File: src/rtl/core/awbs_ram.sv
// ----------------------------------------------------------------------------
// awbs_ram
// Generic single-write, single-read RAM with registered read data.
// ----------------------------------------------------------------------------
module awbs_ram #(
  parameter int Width = 8,
  parameter int Depth = 256
) (
  input  logic                     clk,
  input  logic                     we,
  input  logic [$clog2(Depth)-1:0] waddr,
  input  logic [Width-1:0]         wdata,
  input  logic [$clog2(Depth)-1:0] raddr,
  output logic [Width-1:0]         rdata
);

  logic [Width-1:0] mem [Depth];

  always_ff @(posedge clk) begin
    if (we) begin
      mem[waddr] <= wdata;
    end
    rdata <= mem[raddr];
  end

endmodule

File: config.mk
export PLATFORM = sky130hd
export DESIGN_NAME = awbs_ram
export DESIGN_NICKNAME = d
export VERILOG_FILES = /design/src/rtl/core/awbs_ram.sv
export SDC_FILE = /design/constraint.sdc
export NUM_CORES = 2
export LEC_CHECK = 0
export ABC_AREA = 0
export BUFFER_PORTS_ARGS = -buffer_cell sky130_fd_sc_hd__buf_4
export CAP_MARGIN = 20
export CORE_MARGIN = 5
export CORE_UTILIZATION = 35
export CTS_CLUSTER_DIAMETER = 60
export DETAILED_ROUTE_END_ITERATION = 7
export GPL_ROUTABILITY_DRIVEN = 0
export GPL_TIMING_DRIVEN = 1
export PLACE_DENSITY = 0.57
export SYNTH_ARGS = -nofsm -noshare
export SYNTH_HDL_FRONTEND = slang
export SYNTH_SLANG_ARGS = --single-unit
File: constraint.sdc
create_clock -name clk -period 6.15 [get_ports clk]
set_input_delay 0.615 -clock clk [delete_from_list [all_inputs] [get_ports clk]]
set_output_delay 0.615 -clock clk [all_outputs]
set_load 0.05 [all_outputs]
==> metrics.yaml <==
status: "complete, no violations"
wire_per_inst_um: 28.88
clk_pin_slew_ns: 0.06
cts_max_path_buffers: 3
die_height_um: 486.8
initial_core_util: 0.3507
fin_crit_sh: 0.5834
routed_wl_um: 203000
slew_headroom: 0.1749
vias: 38240
drive_gt1_frac: 0.2230
die_w_um: 486.8
coreArea_sq_mm: 0.2268
ys.flop_type: "edfxtp_1"
postCtsSetupBuffers: 0
drt_first_pass_iters: 6
reg2reg_depth: 6
grt_pass1_wl_um: 291400
cap_violations: 0
r2r-end: "rdata[1]$_DFF_P_"
final-hold-violation-count: 0
max-vdd-ir-drop_mv: 0.3093
p_per_area_mw_per_mm2: 321.3
synth_seq_area_share: 0.7750
yosysWarnings: 0
r2r_slack_ns: 3.15
pwr-share-comb: 0.050
antenna_found_initial: 8
clk_latency_ns: 0.85
worstHoldStart: "wdata[6]"
ys_top_cells_by_area: "edfxtp_1, mux4_2, mux2i_1"
tns_ns: 0
rows: 175
min_period_ns: 3.588
ios: 34
post_cts_resized: 0
ys_async_sr_fraction: 0
place_area_sq_mm: 0.08325
pwr-share-seq: 0.538
startpoint_type: "primary input"
tritoncts: "yes"
overflow: 0
fin_ws_ns: 2.562
cellLeakagePower_uw: 0.02714
yosysTopAreaCell: "edfxtp_1"
nNetsFinal: 3868
ctsHoldBuffers: 0
cts-root-buf: "clkbuf_16"
synth_nets: 3759
finalPower_uw: 28810
hp-class: "in -> reg"
synth_edf_count: 2048
dp_hpwl_um: 121000
vias_per_cell: 5.440
grt_max_degree: 193
portBuffers: 33
area_growth_pct: 12.72
cts_num_sinks: 2056
die-area_sq_mm: 0.2369
critical_path_class: "in -> reg"
internal_power_uw: 22490
hold_depth: 1
pre_cts_slack_ns: 1.649
first_global_vias: 38990
worst_pin_slew_ns: 1.238
final_cell_mix: "edfxtp_1, mux4_2, nor2_1, clkbuf_16, mux2i_1"
fin_skew_ns: 0.05259
final_common_cell: "edfxtp_1"
pwr-share-clk: 0.413
synth-seq-cells: 2056
final_area_sq_mm: 0.08967
syn-cell-area_sq_mm: 0.07956
end_kind: "register"
setup-violations-final: 0
slew_viol_final: 0
hold_path_end: "mem[216][6]$_DFFE_PP_"
synth_cell_types: 55
rsz0062_at_grt: "no"
power.switching_uw: 6321
synth_area_per_cell_sq_um: 21.31
syn-instance-count: 3733
r2r_start: "mem[211][1]$_DFFE_PP_"
crit_fanout: 57
numCtsBuffers: 201
arrival_ns: 4.27
htreeDepth: 4
ant_nets: 0
fmax_mhz: 278.7
required_ns: 6.83
drc: 0
synth.top_cell.area_share: 0.7730
grt_use_total: 0.1696
drtIter0Drc: 4093
netSwitchingFraction: 0.2194
-- cells in the mapped netlist, types with 4 or more instances --
| cell type | n |
|---|---|
| mux4_2 | 454 |
| edfxtp_1 | 2048 |
| nand4_1 | 10 |
| or2_2 | 4 |
| a211oi_1 | 16 |
| nor2b_1 | 31 |
| dfxtp_1 | 8 |
| a22oi_1 | 133 |
| o22a_1 | 5 |
| buf_2 | 31 |
| buf_8 | 13 |
| buf_1 | 22 |
| o221ai_1 | 46 |
| a21oi_1 | 96 |
| nor2_1 | 282 |
| nor4_1 | 24 |
| clkbuf_1 | 111 |
| o22ai_1 | 28 |
| nand2_1 | 33 |
| buf_6 | 21 |
| nor3_1 | 22 |
| buf_12 | 8 |
| o32ai_1 | 4 |
| a22o_1 | 8 |
| mux2i_1 | 134 |
| o211ai_1 | 10 |
| a221oi_1 | 13 |
| and2_1 | 6 |
| nand2b_1 | 8 |
| buf_4 | 27 |
| o21ai_0 | 10 |
| nand3_1 | 34 |
-- worst max-delay path: stages --
cell	delay, ns
buf_8	0.57
buf_4	0.49
mux4_2	0.55
a22oi_1	0.46
a21oi_1	0.23
nor4_1	1.00
buf_4	0.25
nor4_1	0.05
-- cell type report --
cell class	instances	area, sq um
fillers	20200	137200
well taps	3009	3765
diodes	6	15.01
clock buffers	246	5251
inverters	2	7.507
repair buffers	139	1349
clock inverters	129	1082
multi-input cells	1442	16550
flip-flops and latches	2056	61660
-- power by group through the flow --
stage	clock [uW]	combinational (uW)	sequential, uW
6_report	11900	1430	15500
5_1_grt	12700	1510	15500
4_1_cts	12100	1450	15500
3_5_place_dp	0	1450	15800
3_3_place_gp	0	1430	15800
2_1_floorplan	0	750	15800
-- logic make-up after synthesis --
logic type / count (synthesis) / synth area share
mux: 591 / 0.1462
simple gates: 466 / 0.02628
buf+inv: 235 / 0.01831
flops: 2056 / 0.7750
compound gates: 385 / 0.03419
-- registers in the layout, indices dropped and copies added (netlist names) --
register,cells
rdata,8
mem,2048
-- per-stage QoR --
stage / util / hold WS (ns) / cells
final: 0.3953 / 0.2130 / 7029
after global routing: 0.3953 / 0.1956 / 7023
after CTS: 0.3949 / 0.1745 / 7016
after detailed placement: 0.3670 / 1.029 / 6641
after global placement: 0.3666 / 1.073 / 6633
after floorplan: - / 0.7139 / 3733
-- layer usage --
metal	routed length, um	track usage	up-vias
li1	-	-	15940
met1	85340	0.2366	20650
met2	97950	0.2725	1353
met3	14420	0.03477	295
met4	5279	0.04633	4
met5	26	0	-
-- how the worst max path moves through the flow --
stage	from	end	slack (ns)	cells after the start
after floorplan	raddr[0]	rdata[2]$_DFF_P_	3.60	9
after global placement	raddr[0]	rdata[4]$_DFF_P_	1.04	8
after detailed placement	raddr[0]	rdata[1]$_DFF_P_	1.65	8
after CTS	raddr[0]	rdata[1]$_DFF_P_	2.55	8
after global routing	raddr[0]	rdata[1]$_DFF_P_	2.47	8
final	raddr[0]	rdata[1]$_DFF_P_	2.56	8
No activity file was read; power rests on OpenSTA's default activity.
