[src/rtl/core/awbs_pkg.sv]
// ----------------------------------------------------------------------------
// awbs_pkg
// Shared constants and types for the affine warp bilinear sampler.
// ----------------------------------------------------------------------------
package awbs_pkg;

  localparam int MaxWidth  = 512;
  localparam int MaxHeight = 512;
  localparam int ColW      = $clog2(MaxWidth);
  localparam int RowW      = $clog2(MaxHeight);
  // mirror index width, covers both axes
  localparam int IdxW      = (ColW > RowW) ? ColW : RowW;
  localparam int AddrW     = ColW + RowW;
  localparam int Depth     = MaxWidth * MaxHeight;
  // source position, Q.16, signed; covers 20x10 products, three terms
  localparam int PosW      = 34;

  localparam logic [2:0] RegMatXx   = 3'd0;
  localparam logic [2:0] RegMatXy   = 3'd1;
  localparam logic [2:0] RegMatYx   = 3'd2;
  localparam logic [2:0] RegMatYy   = 3'd3;
  localparam logic [2:0] RegShiftX  = 3'd4;
  localparam logic [2:0] RegShiftY  = 3'd5;
  localparam logic [2:0] RegWidth   = 3'd6;
  localparam logic [2:0] RegHeight  = 3'd7;

endpackage

[src/rtl/core/awbs_mirror.sv]
// ----------------------------------------------------------------------------
// awbs_mirror
// Whole-sample mirror of a neighbor index pair into 0..n-1.
// ----------------------------------------------------------------------------
module awbs_mirror (
  input  logic signed [awbs_pkg::IdxW+2:0] idx,
  input  logic        [awbs_pkg::IdxW:0]   n,
  output logic        [awbs_pkg::IdxW-1:0] i0,
  output logic        [awbs_pkg::IdxW-1:0] i1
);

  localparam int IW = awbs_pkg::IdxW;

  function automatic logic [IW-1:0] mir(input logic signed [IW+2:0] i,
                                        input logic [IW:0] nn);
    logic signed [IW+2:0] v;
    logic signed [IW+2:0] ns;
    begin
      ns = $signed({2'b00, nn});
      v  = (i < 0) ? -i : i;
      if (v >= ns) v = ((ns - 1) <<< 1) - v;
      if (v < 0) v = '0;
      if (v >= ns) v = ns - 1;
      mir = v[IW-1:0];
    end
  endfunction

  assign i0 = mir(idx, n);
  assign i1 = mir(idx + $signed((IW+3)'(1)), n);

endmodule

[config.mk]
export PLATFORM = sky130hd
export DESIGN_NAME = awbs_mirror
export DESIGN_NICKNAME = d
export VERILOG_FILES = /design/src/rtl/core/awbs_pkg.sv /design/src/rtl/core/awbs_mirror.sv
export SDC_FILE = /design/constraint.sdc
export NUM_CORES = 1
export LEC_CHECK = 0
export ABC_CLOCK_PERIOD_IN_PS = 4970
export BUFFER_PORTS_ARGS = -buffer_cell sky130_fd_sc_hd__buf_2
export CELL_PAD_IN_SITES_DETAIL_PLACEMENT = 0
export CELL_PAD_IN_SITES_GLOBAL_PLACEMENT = 1
export CORE_UTILIZATION = 41
export DETAILED_ROUTE_END_ITERATION = 12
export MAX_ROUTING_LAYER = met4
export PLACE_DENSITY = 0.92
export SLEW_MARGIN = 40
export SYNTH_ARGS = -nofsm -noshare
export SYNTH_HDL_FRONTEND = slang
export SYNTH_SLANG_ARGS = --single-unit
[constraint.sdc]
create_clock -name vclk -period 4.97
set_clock_uncertainty 0.2 [all_clocks]
set_input_delay 0 -clock vclk [all_inputs]
set_output_delay 0 -clock vclk [all_outputs]
set_load 0.05 [all_outputs]
==> impl_metrics.toml, run 1 <==
[outcome]
status = "complete, but fails checks"
failed_checks = "setup timing"

[timing]
fin_ws_ps = -189
hold_ws_ps = 185
relSlewSlack = 0.457
worst_pin_slew_ps = 803
maxSlewViolCount = 0
hold_viol_final = 0
period_share = 1.04
fmax_ghz = 0.194
rsz0062_at_grt = "true"
setup_violations = 9
min_period_ps = 5160

[worst_setup_path]
path_class = "in -> out"
critPathTopFamily = "compound AO/OA/AOI/OAI gates"
arrival_ps = 4960
cp_max_fo = 6
cp-start-kind = "primary input"
path_buf_inv = 7
crit_top_cell = "buf_4"
crit_required_ps = 4770
cpPeakStageDelay_ps = 320
slowest_stage = "mux2_4"
critPathCaptureType = "primary output"

[synthesis]
ys.warnings.count = 0
synthMuxAreaShare = 0.0816
synth_area_um2 = 3300
synth-xor-area-share = 0.151
synth_top_area_frac = 0.239
synth_compound_area_frac = 0.231
synth-simple-area-share = 0.197
ys_types = 62
synthCells = 453
synth_nets = 540
synth_top_family_by_area = "adder cells"
yosysTopAreaCell = "ha_1"
ys_seq_area_frac = 0
synth_area_per_cell_um2 = 7.28
synth_adder_area_share = 0.251
yosys-top-cells-area = "ha_1 24%, xnor2_1 13%, inv_1 5.9%"

[die]
core_area_um2 = 7770
die-area_um2 = 8400
fp.dieW_um = 91.7
die_h_um = 91.7
pin_count = 40
rows = 32
start_util = 0.424

[global_routing]
antenna_found_initial = 0
overflow = 0
grt_pass1_wl_um = 17600
grt.total_usage = 0.267
met1_usage = 0.314
grt_pass1_vias = 3915
grt_use_met3 = 0.0116
busiest_layer = "met2"
gr-usage-met2 = 0.489
grt_max_degree = 14

[min_path]
min_from = "n[0]"
min_to = "i0[0]"
min_path_cells = 3
hold_path.class = "in -> out"

[power]
worst_ir_drop_vdd_mv = 0.115
p_int_mw = 0.651
comb_power_share = 1.000
power_mw = 1.43
p_switching_mw = 0.775
powerDensity_nw_per_um2 = 278
p_seq_frac = 0
clkPwrFrac = 0
switching_share = 0.544
power_leakage_nw = 2.50

[finish]
syn2layout_area_growth_pct = 55.5
regArea_um2 = 0
seq_cells = 0
final_cell_mix = "120 x buf_4, 58 x ha_1, 49 x inv_1"
drive_gt1_frac = 0.430
fillers = 651
diodes = 0
nClkBuffers = 0
final_nets = 694
final_common_cell = "buf_4"

[drt]
routed_wl_um = 11100
viasPerCell = 5.52
drt_iter0_drc = 140
ant_nets = 0
drc = 0
via_count = 3904
post_drt_wl_per_cell_um = 15.7
firstDrtPassIters = 4

[placed_design]
numPortBuffers = 40
gp_congestion = 0.961
hpwl_um = 8790
post-place-ws_ps = -405

[job]
maxCapViolations = 0
==> metal layers <==
metal | vias to the layer above | routed length [um]
met5 | - | 0
met4 | 0 | 246
met3 | 20 | 355
met2 | 85 | 5760
met1 | 1882 | 4780
li1 | 1917 | -
==> metrics by stage <==
stage	area, um2	util	instances	TNS (ps)
floorplan	3510	-	453	-3610
global placement	4530	0.584	689	-3190
detailed placement	4530	0.584	689	-4280
CTS	4860	0.626	697	-591
global route	5130	0.660	707	-4180
finish	5130	0.660	707	-1420
==> cell usage after synthesis (5+ instances only) <==
library cell,n
nor2_1,39
xnor2_1,48
nor3_1,13
inv_1,52
o211ai_1,7
ha_1,63
nand3_1,10
xor2_1,7
buf_2,5
a21o_1,11
mux2i_1,12
buf_4,6
a211oi_1,8
o21ai_0,21
nand2_1,26
mux2_2,12
a21oi_1,30
nor2b_1,9
==> kinds of logic (layout without fill, tap and decap cells) <==
logic type / after synthesis / count (layout)
AO/OA/AOI/OAI: 113 / 114
XOR/XNOR: 56 / 56
adder cells (fa/ha/maj): 65 / 65
buffers and inverters: 67 / 218
multiplexers: 25 / 25
AND/OR/NAND/NOR: 127 / 127
==> power groups by stage <==
stage          combinational (mW)  clock, mW  sequential, mW
6_report                     1.43          0               0
5_1_grt                      1.52          0               0
4_1_cts                      1.35          0               0
3_5_place_dp                 1.22          0               0
3_3_place_gp                 1.19          0               0
2_1_floorplan               0.863          0               0
==> how the worst max path moves through the flow <==
stage,slack (ps),startpoint,cells past startpoint,end
3_3_place_gp,-340,idx[0],27,i1[6]
5_1_grt,-410,idx[9],27,i1[1]
4_1_cts,-100,idx[0],27,i1[1]
2_1_floorplan,-410,idx[5],26,i1[0]
6_report,-190,idx[0],29,i1[5]
3_5_place_dp,-400,idx[0],27,i1[6]
==> final cells by class <==
class	instances	area (um2)	area share
inverters	52	195	0.0381
repair buffers	166	1320	0.257
well taps	102	128	0.0249
multi-input cells	387	3490	0.680
==> repair_timing <==
| action | 4_1_cts | 5_1_grt |
|---|---|---|
| buffers inserted | 7 | 10 |
| pin swaps | 36 | 24 |
| endpoints found under the hold margin | 0 | 0 |
| hold buffers | 0 | 0 |
| setup endpoints to repair | 18 | 18 |
| resized for setup | 64 | 50 |
| gates cloned | 1 | 0 |
==> worst min-delay path, cell delays in order <==
cell	delay (ps)
buf_2	140
mux2i_2	90
buf_6	150
Note: power is estimated with default switching activity, not from simulation.
==> inputs of run 2 (changes only) <==
SETUP_SLACK_MARGIN = 0.05   (was unset)
TNS_END_PERCENT = 10   (was unset)
==> impl_metrics.toml, run 2 (synthesis gave the netlist of run 1 again) <==
[drt]
post_drt_wl_per_cell_um = 15.7
drt_iter0_drc = 115
via_count = 3907
route.met2.wl_um = 5760
drt-met1-wl_um = 4580
viasPerCell = 5.53
routed_wl_um = 11100
dr_wl_met3_um = 396
top_layer_used = "met4"
ant_nets = 0
drc = 0
firstDrtPassIters = 5

[finish]
nClkBuffers = 0
final_common_cell = "buf_4"
diodes = 0
finalNonFillerCells = 706
seq_cells = 0
final_nets = 693
final_cell_mix = "121 x buf_4, 56 x ha_1, 50 x inv_1"
drive_gt1_frac = 0.407
final_util = 0.649
syn2layout_area_growth_pct = 52.9
fillers = 677
regArea_um2 = 0

[timing]
setup_violations = 9
worst_pin_slew_ps = 731
relSlewSlack = 0.509
min_period_ps = 5070
fmax_ghz = 0.197
hold_ws_ps = 245
maxSlewViolCount = 0
hold_viol_final = 0
tns_ps = -722
rsz0062_at_grt = "true"
fin_ws_ps = -105
period_share = 1.02

[worst_setup_path]
path_buf_inv = 6
arrival_ps = 4870
crit_required_ps = 4770
path_class = "in -> out"
cp_max_fo = 5
slowest_stage = "ha_4"
critPathCaptureType = "primary output"
critPathTopFamily = "compound AO/OA/AOI/OAI gates"
cpPeakStageDelay_ps = 280
path_depth = 28
cp-start-kind = "primary input"

[global_routing]
overflow = 0
grt_max_degree = 10
grt_pass1_wl_um = 18100
antenna_found_initial = 0
grt_pass1_vias = 4076
grt.total_usage = 0.274

[placed_design]
numPortBuffers = 40
gp_congestion = 0.950
place_inst = 692
post-place-ws_ps = -383
hpwl_um = 9110

[min_path]
hold_path.class = "in -> out"
min_path_cells = 3
min_to = "i0[0]"
min_from = "n[0]"

[power]
powerDensity_nw_per_um2 = 275
power_leakage_nw = 2.46
worst_ir_drop_vdd_mv = 0.105

[clock_network]
hold_buffers = 0

[die]
rows = 32
die-area_um2 = 8400
die_h_um = 91.7
pin_count = 40
core_area_um2 = 7770
fp.dieW_um = 91.7
start_util = 0.424

[outcome]
status = "complete, but fails checks"
failed_checks = "setup timing"

[job]
maxCapViolations = 0
[run 2: metrics by stage]
stage	area, um2	power, mW
after floorplan	3500	0.860
after global placement	4550	1.19
after detailed placement	4550	1.22
after CTS	4940	1.35
after global routing	5040	1.48
final	5040	1.38
[run 2: worst min-delay path: stages]
cell and delay [ps]:
buf_2 140, mux2i_1 90, clkbuf_4 210
[run 2: worst max path at each step]
| stage | startpoint | to |
|---|---|---|
| floorplan | idx[5] | i1[0] |
| global placement | idx[0] | i1[1] |
| detailed placement | idx[0] | i1[1] |
| CTS | idx[6] | i1[0] |
| global route | idx[7] | i1[2] |
| finish | idx[7] | i1[3] |
[run 2: power breakdown]
part	switching (mW)	total, mW	internal (mW)	leakage [nW]
clock network	0	0	0	0
logic	0.756	1.38	0.628	2.46
registers	0	0	0	0
[run 2: area by class of cell]
type	instances	area, um2	area share
multi-input combinational	386	3410	0.677
timing repair buffer	166	1310	0.259
inverter	52	195	0.0387
tap	102	128	0.0253
[run 2: repair_timing]
item                       4_1_cts  5_1_grt
pin swaps                       33       10
setup endpoints to repair       18       18
cloned                           1        0
setup buffers                   11        2
gates resized for setup         66       18
[run 2: layer usage]
layer / vias up / GRT usage
met3: 31 / 0.0191
met5: - / -
met4: 0 / 0.0926
li1: 1910 / -
met2: 109 / 0.520
met1: 1857 / 0.299
==> inputs of run 3 (changes only) <==
--- a/constraint.sdc
+++ b/constraint.sdc
@@ -4,2 +4,2 @@
 set_output_delay 0 -clock vclk [all_outputs]
-set_load 0.05 [all_outputs]
+set_load 0.02 [all_outputs]
==> impl_metrics.toml, run 3 (synthesis gave the netlist of run 1 again) <==
[outcome]
status = "complete, but fails checks"
failed_checks = "setup timing"

[timing]
fin_ws_ps = -74.3
maxSlewViolCount = 0
fmax_ghz = 0.198
worst_pin_slew_ps = 822
rsz0062_at_grt = "true"
tns_ps = -367
setup_violations = 8
relSlewSlack = 0.448
min_period_ps = 5040
hold_viol_final = 0
period_share = 1.01

[finish]
final_nets = 668
final_util = 0.618
regArea_um2 = 0
fillers = 693
drive_gt1_frac = 0.373
finalNonFillerCells = 681
final_common_cell = "buf_4"
syn2layout_area_growth_pct = 45.6
seq_cells = 0
nClkBuffers = 0
final_cell_mix = "96 x buf_4, 58 x ha_1, 49 x inv_1"
diodes = 0

[worst_setup_path]
crit_required_ps = 4770
critPathCaptureType = "primary output"
cp-endpoint = "i1[3]"
crit_top_cell = "buf_6"
path_class = "in -> out"
cpPeakStageDelay_ps = 320
cp-start-kind = "primary input"
cp-startpoint = "idx[3]"
arrival_ps = 4840
slowest_stage = "ha_1"
cp_max_fo = 6

[die]
core_area_um2 = 7770
die_h_um = 91.7
fp.dieW_um = 91.7
start_util = 0.424
rows = 32
die-area_um2 = 8400
pin_count = 40

[global_routing]
grt_max_degree = 13
antenna_found_initial = 0
met1_usage = 0.302
grt_use_met3 = 0.00746
overflow = 0
grt_pass1_vias = 3778
busiest_layer = "met2"
gr-usage-met2 = 0.482
grt.total_usage = 0.259
grt_pass1_wl_um = 17200

[power]
worst_ir_drop_vdd_mv = 0.0806
power_leakage_nw = 2.35
powerDensity_nw_per_um2 = 247

[drt]
via_count = 3701
drc = 0
post_drt_wl_per_cell_um = 15.5
firstDrtPassIters = 4
routed_wl_um = 10600
ant_nets = 0
viasPerCell = 5.43
drt_iter0_drc = 85

[placed_design]
gp_congestion = 0.916
numPortBuffers = 40
hpwl_um = 8860
place_inst = 668

[clock_network]
hold_buffers = 0

[job]
maxCapViolations = 0

[min_path]
hold_path.class = "in -> out"
## run 3: cell types whose count changed in the layout (fill, tap and decap cells not counted), moves of 3 or more
cell and change:
buf_2 +7, buf_4 -25, buf_6 -7, clkbuf_4 -3, mux2_2 -4, mux2_4 +4
## run 3: repair_timing
action | CTS | global route
gates resized for setup | 55 | 21
pin swaps | 29 | 23
cloned | 1 | 1
buffers inserted | 9 | 2
setup endpoints to repair | 18 | 18
## run 3: worst min-delay path by stage
stage / end / cells after the start / slack, ps / startpoint
final: i0[0] / 3 / 150 / n[0]
after global placement: i0[0] / 3 / 150 / n[0]
after global routing: i0[0] / 3 / 200 / n[0]
after CTS: i0[0] / 3 / 160 / n[0]
after detailed placement: i0[0] / 3 / 160 / n[0]
after floorplan: i1[0] / 1 / -140 / n[0]
## run 3: layer usage
layer  vias up  wire length (um)
met4         0               276
met1      1748              4540
li1       1862                 -
met2        69              5470
met3        22               296
met5         -                 0
## run 3: cell type report
cell class	instances	area (um2)	share of cell area
well taps	102	128	0.0266
multi-input cells	387	3380	0.705
inverters	52	195	0.0407
repair buffers	140	1090	0.228
## run 3: metrics by stage
step                      area (um2)  total power, mW  hold slack, ps  setup slack (ps)
after global routing            4800             1.28             200              -280
final                           4800             1.19             153             -74.3
after floorplan                 3520            0.718            -137              -323
after CTS                       4710             1.15             155             -99.1
after global placement          4390             1.02             153              -186
after detailed placement        4390             1.05             155              -259
## run 3: critical path: cells and delay by family
kind	cells	cell delay (ps)
xor+xnor	2	480
compound gates	11	1590
simple gates	6	1070
fa+ha+maj	2	520
mux	2	460
buf+inv	5	730
## run 3: where the power goes
part           switching, mW  leakage [nW]  internal (mW)
Clock                      0             0              0
Sequential                 0             0              0
Combinational          0.594          2.35          0.592
